--- config.mk ---
export PLATFORM = sky130hd
export DESIGN_NAME = cbfs_ctrl
export DESIGN_NICKNAME = d
export VERILOG_FILES = /design/src/hdl/cbfs_pkg.sv /design/src/hdl/cbfs_ctrl.sv
export SDC_FILE = /design/constraint.sdc
export NUM_CORES = 1
export LEC_CHECK = 0
export ABC_CLOCK_PERIOD_IN_PS = 1500
export BUFFER_PORTS_ARGS = -buffer_cell sky130_fd_sc_hd__buf_2
export CAP_MARGIN = 20
export CORE_AREA = 2 2 39 41
export DETAILED_ROUTE_END_ITERATION = 10
export DIE_AREA = 0 0 41 43
export GPL_TIMING_DRIVEN = 0
export PLACE_DENSITY_LB_ADDON = 0.15
export SLEW_MARGIN = 20
export SYNTH_ARGS = -nofsm -noshare
export SYNTH_HDL_FRONTEND = slang
export SYNTH_SLANG_ARGS = --single-unit
--- constraint.sdc ---
create_clock -name aclk -period 1.5 [get_ports aclk]
set_input_delay 0.375 -clock aclk [delete_from_list [all_inputs] [get_ports aclk]]
set_output_delay 0.375 -clock aclk [all_outputs]
set_load 0.005 [all_outputs]
--- src/hdl/cbfs_pkg.sv ---
// Shared types and constants for the counting bit filter store.
// No dependencies; used by every RTL file of the block except cbfs_ram.
`default_nettype none

package cbfs_pkg;

    localparam int unsigned MAX_BITS  = 1024;
    localparam int unsigned CNT_W     = 8;
    localparam int unsigned INDEX_W   = $clog2(MAX_BITS);
    localparam int unsigned ACTIVE_W  = $clog2(MAX_BITS + 1);
    localparam int unsigned WORD_W    = CNT_W + 1;   // presence bit over counter

    typedef enum logic [1:0] {
        REQ_INSERT = 2'd0,
        REQ_DELETE = 2'd1,
        REQ_TEST   = 2'd2,
        REQ_CLEAR  = 2'd3
    } req_t;

    typedef struct packed {
        req_t               req_type;
        logic [INDEX_W-1:0] bit_index;
    } in_item_t;

    typedef struct packed {
        logic             hit;
        logic [CNT_W-1:0] count_value;
        logic             ignored;
    } out_item_t;

    // controller -> datapath
    typedef struct packed {
        logic op_load;    // latch the accepted request, issue the store read
        logic wipe_wr;    // write zero at the sweep address, advance sweep
        logic update;     // read-modify-write and produce the result
        logic emit;       // move a held result to the output register
    } ctrl_cmd_t;

    // datapath -> controller
    typedef struct packed {
        logic in_is_clear;  // incoming request is a clear
        logic sweep_last;   // sweep counter at the final entry
        logic out_free;     // output register can load this cycle
    } ctrl_status_t;

endpackage

`default_nettype wire

--- src/hdl/cbfs_ctrl.sv ---
// Controller: sequences reset wipe, clear sweep, read-modify-write and result
// hand-off. Depends on cbfs_pkg.
`default_nettype none

module cbfs_ctrl (
    input  wire logic                   aclk,
    input  wire logic                   aresetn,
    input  wire logic                   s_valid,
    output logic                        s_ready,
    input  wire cbfs_pkg::ctrl_status_t status,
    output cbfs_pkg::ctrl_cmd_t         cmd
);

    typedef enum logic [4:0] {
        ST_INIT   = 5'b00001,
        ST_IDLE   = 5'b00010,
        ST_WIPE   = 5'b00100,
        ST_UPDATE = 5'b01000,
        ST_EMIT   = 5'b10000
    } state_t;

    state_t state_reg;
    state_t state_next;
    logic   accept;

    assign s_ready = (state_reg == ST_IDLE);
    assign accept  = s_valid && s_ready;

    always_comb begin
        state_next  = state_reg;
        cmd         = '0;
        cmd.op_load = accept;
        case (state_reg)
            ST_INIT: begin
                cmd.wipe_wr = 1'b1;
                if (status.sweep_last) begin
                    state_next = ST_IDLE;
                end
            end
            ST_IDLE: begin
                if (accept) begin
                    state_next = status.in_is_clear ? ST_WIPE : ST_UPDATE;
                end
            end
            ST_WIPE: begin
                cmd.wipe_wr = 1'b1;
                if (status.sweep_last) begin
                    state_next = ST_UPDATE;
                end
            end
            ST_UPDATE: begin
                cmd.update = 1'b1;
                state_next = status.out_free ? ST_IDLE : ST_EMIT;
            end
            ST_EMIT: begin
                cmd.emit = 1'b1;
                if (status.out_free) begin
                    state_next = ST_IDLE;
                end
            end
            default: begin
                state_next = ST_INIT;
            end
        endcase
    end

    always_ff @(posedge aclk) begin
        if (!aresetn) begin
            state_reg <= ST_INIT;
        end else begin
            state_reg <= state_next;
        end
    end

endmodule

`default_nettype wire

== Word level (Yosys, flattened, before mapping) ==
Index checks and enable logic that the tools add are counted.
W data, S select, Z words.
Operators by class
  reductions and logical operators: 3
  multiplexer cells: 10
  equal/unequal tests: 9
Operators with widths (number)
  $mux W5: 5
  $pmux W5 S5: 1
  $ne A2 B2 Y1 const B: 3
  $eq A5 B1 Y1 const B: 1
  $eq A5 B2 Y1 const B: 1
  $eq A5 B3 Y1 const B: 1
  $eq A5 B4 Y1 const B: 1
  $eq A5 B5 Y1 const B: 1
  $mux W4: 1
  $reduce_and A4 Y1: 1
  $mux W1: 3
  $ne A2 B1 Y1 const B: 1
  $reduce_or A2 Y1: 1
  $logic_and A1 B1 Y1: 1
Storage, ports and cells
  word-level logic and storage cells: 23
  bits of input ports: 6
  register bits: 5

== Longest topological paths before layout ==
  depth after elaboration: 4
  gate-level depth with buffers: 6
  depth with buffers taken out: 5

== Worst setup path before layout ==
No wires, ideal clock.
  path type: reg2out
  from: register state_reg[4]
  to: output cmd[3] in the netlist's numbering
  arrival: 0.958 ns
  required time: 1.125 ns
  stages on the path, launching flop included: 7
  buffers on the path: 2
  path slack: 0.167 ns
  cells stage by stage: dfxtp_1 > buf_6 > nor2_2 > nand3_2 > inv_1 > and2_1 > buf_4
Between the ends
  word-level cells in the longest chain between the ends: 2
RTL lines
  start: declaration: RTL line cbfs_ctrl.sv:22  | state_t state_reg;
  start signal: assignment: RTL line cbfs_ctrl.sv:71  | state_reg <= state_next;
  $eq A5 B2 Y1: RTL line cbfs_ctrl.sv:26  | assign s_ready = (state_reg == ST_IDLE);
  named net s_ready: RTL line cbfs_ctrl.sv:9  | output logic s_ready,
  $logic_and A1 B1 Y1: RTL line cbfs_ctrl.sv:27  | assign accept = s_valid && s_ready;
  end: declaration: RTL line cbfs_ctrl.sv:11  | output cbfs_pkg::ctrl_cmd_t cmd
The timed path passes the listed nets, and every way through them passes these cells.

==> metrics <==
Sink Count 5; PnR worst setup slack -0.06906 ns; Max Fclk 637.3 MHz; list of most frequent post-synthesis cells buf_6, dfxtp_1, inv_1, nand3_1, o21ai_1; Post-synth ARST share 0; Detailed Route Iter0 Violations 20; crit path max fanout 4; Yosys top cell area share 0.2094; Die X 41 microns; I/O pin cnt 11; Post-CTS Hold Buffers 0; Main synth FF type dfxtp_1; Antenna Violating Nets Remaining 0; DR pass1 iterations 4; Starting Density 0.3454; failing checks negative setup slack; number of flip-flops in the largest register 5; RR Endpoint state_reg[1]; Core ar. 1384 sq um; Final Setup Violations 4; residual DRC count 0; maximum vdd ir drop 0.0003630 V; wire length per cell 13.27 microns; CP delay by family, top simple AND/OR/NAND/NOR gates; unrepaired setup endpoints after global routing true; synthesized net count 56; die height 43 microns; EDFF count, synth 0; Total Routing Usage GR 0.1740; Max stage delay on crit path 0.36 ns; CP max-delay cell dfxtp_4; Die Area 1763 sq um; post-DP HPWL 699.9 microns; clk slew on worst S/H paths 0.04 ns; crit path kind flop to output pin; WP data required 1.12 ns; largest net degree at the start of global routing 10; fin cells 100; gp weighted congestion 0.7069; Syn Std Cell Area 478.0 sq um; Vias/cell 5.000; FF-to-FF setup slack 0.06 ns; H-tree Lvls 1; Clock Skew 0.004267 ns; Hold WC Path Type input pin to flop; Root Driver clkbuf_4; average size of a mapped cell 9.559 sq um; dpl cells 76; post-synth top area cell dfxtp_1; vias in the first global route 466; Yosys warnings 0; standard-cell rows 14; CP endpoint kind output pin; vias 500; Synth cell types 33; worst r2r src state_reg[3]; IO Port Bufs 10; cts bufs inserted 3; area grow syn2layout 68.59%; grt ovf 0; first-pass GRT wire length 2.021 mm; Max Cap Viol 0; Worst Tran Pin Value 0.2182 ns; number of buffers and inverters on the critical path 2; drt total wl 1.327 mm; post-synthesis sequential area ratio 0.2094; CTS tree yes; Critical Path Most Common Cell buf_6; fraction of layout instances using a drive strength above 1 0.6786; synthesized instance count 50; Clk Latency, worst-skew pair 0.24 ns; critical-path cell list buf_6, nor2_4, and3_4, buf_6; CP arrival 1.19 ns; status complete, but fails checks; initial antenna violation count 0; crit share post-route 1.046; Leak 0.3711 nW; clk buf depth 2; n_diodes 0; relative slew slack 0.8535; Period minus WS final 1.569 ns; Pwr Density 721.6 nW/um^2; Layout Nets 91; ranking of synthesized cells by area dfxtp_1, buf_6, xnor2_4, nor2_4, nor4_4; nature of the critical path startpoint flop; FF-to-FF path depth 8; final setup TNS -0.1968 ns; Final Hold Viols 0; Worst Hold End state_reg[4]; WHS Path Cells 2; Pins Over Slew Limit 0; HP Start status[0]; number of synthesized register bits 5
-- worst register-to-register path, delay by kind of cell, from the launching register on --
family	cells	cell delay, ns
AOI/OAI and AO/OA	1	0.16
buffers and inverters	4	0.53
muxes	1	0.19
DFF	1	0.31
and+or+nand+nor	2	0.18
-- through the flow --
| step | total power [mW] | worst slack (ns) | hold slack, ns | utilization | cell area, sq um |
|---|---|---|---|---|---|
| finish | 0.5814 | -0.06906 | 0.3694 | 0.5823 | 805.8 |
| global route | 0.6288 | -0.1697 | 0.3572 | 0.5823 | 805.8 |
| CTS | 0.5502 | -0.1273 | 0.3512 | 0.5063 | 700.7 |
| detailed placement | 0.3575 | -0.0006439 | 0.5709 | 0.3960 | 548.0 |
| global placement | 0.3563 | -0.007623 | 0.5734 | 0.3960 | 548.0 |
| floorplan | 0.3127 | 0.1666 | 0.4515 | - | 478.0 |
-- worst max-delay path by stage --
stage                       startpoint      to  slack (ns)  depth (start not counted)
after CTS                 state_reg[0]  cmd[3]       -0.13                          7
after global routing      state_reg[0]  cmd[2]       -0.17                          5
after detailed placement  state_reg[4]  cmd[3]     -0.0006                          7
final                     state_reg[2]  cmd[1]       -0.07                          4
after global placement    state_reg[4]  cmd[3]      -0.008                          7
after floorplan           state_reg[4]  cmd[3]        0.17                          6
-- routing by layer --
metal / track usage / vias to the layer above / part of all wire
li1: - / 242 / -
met4: 0.04000 / 0 / 0
met5: 0 / - / 0
met1: 0.1845 / 240 / 0.37
met2: 0.2969 / 18 / 0.58
met3: 0.07853 / 0 / 0.050
-- logic make-up after synthesis --
group	synth area share
and+or+nand+nor	0.3613
AOI/OAI and AO/OA	0.1178
xor gates and xnor gates	0.1126
DFF	0.2094
muxes	0.04189
buffers and inverters	0.1571
-- final cells by class --
type | instances | area, sq um
buffer | 3 | 33.78
clock buffer | 4 | 26.28
fill | 131 | 578.1
inverter | 3 | 11.26
multi-input combinational | 36 | 340.3
sequential | 5 | 108.9
tap | 16 | 20.02
timing repair buffer | 33 | 265.3
-- placed cells by master (no fill, tap or decap), drive strengths merged --
master	netlist	layout
nand4b	1	1
a32oi	1	1
nand3	4	4
inv	3	3
xor2	2	2
o21ai	4	4
nor2	4	4
nand2b	1	1
and2b	1	1
o211ai	1	1
xnor2	2	2
nor3b	1	1
a21oi	1	1
dfxtp	5	5
clkbuf	0	4
nand4bb	1	1
nor3	2	2
nor2b	1	1
nand2	1	1
and2	1	1
nor4	2	2
o221ai	1	1
buf	6	36
mux2i	2	2
and3	1	1
nand3b	1	1
-- timing repair --
item,in CTS,in global routing
setup endpoints to repair,5,5
gates resized for setup,11,10
pin swaps,4,6
endpoints found under the hold margin,0,0
buffers inserted,12,12
-- where the power goes --
group | total [mW] | internal (mW) | switching, mW
clock | 0.152 | 0.100 | 0.0518
combinational | 0.282 | 0.152 | 0.130
sequential | 0.147 | 0.142 | 0.00538
No activity file was read; power rests on OpenSTA's default activity.
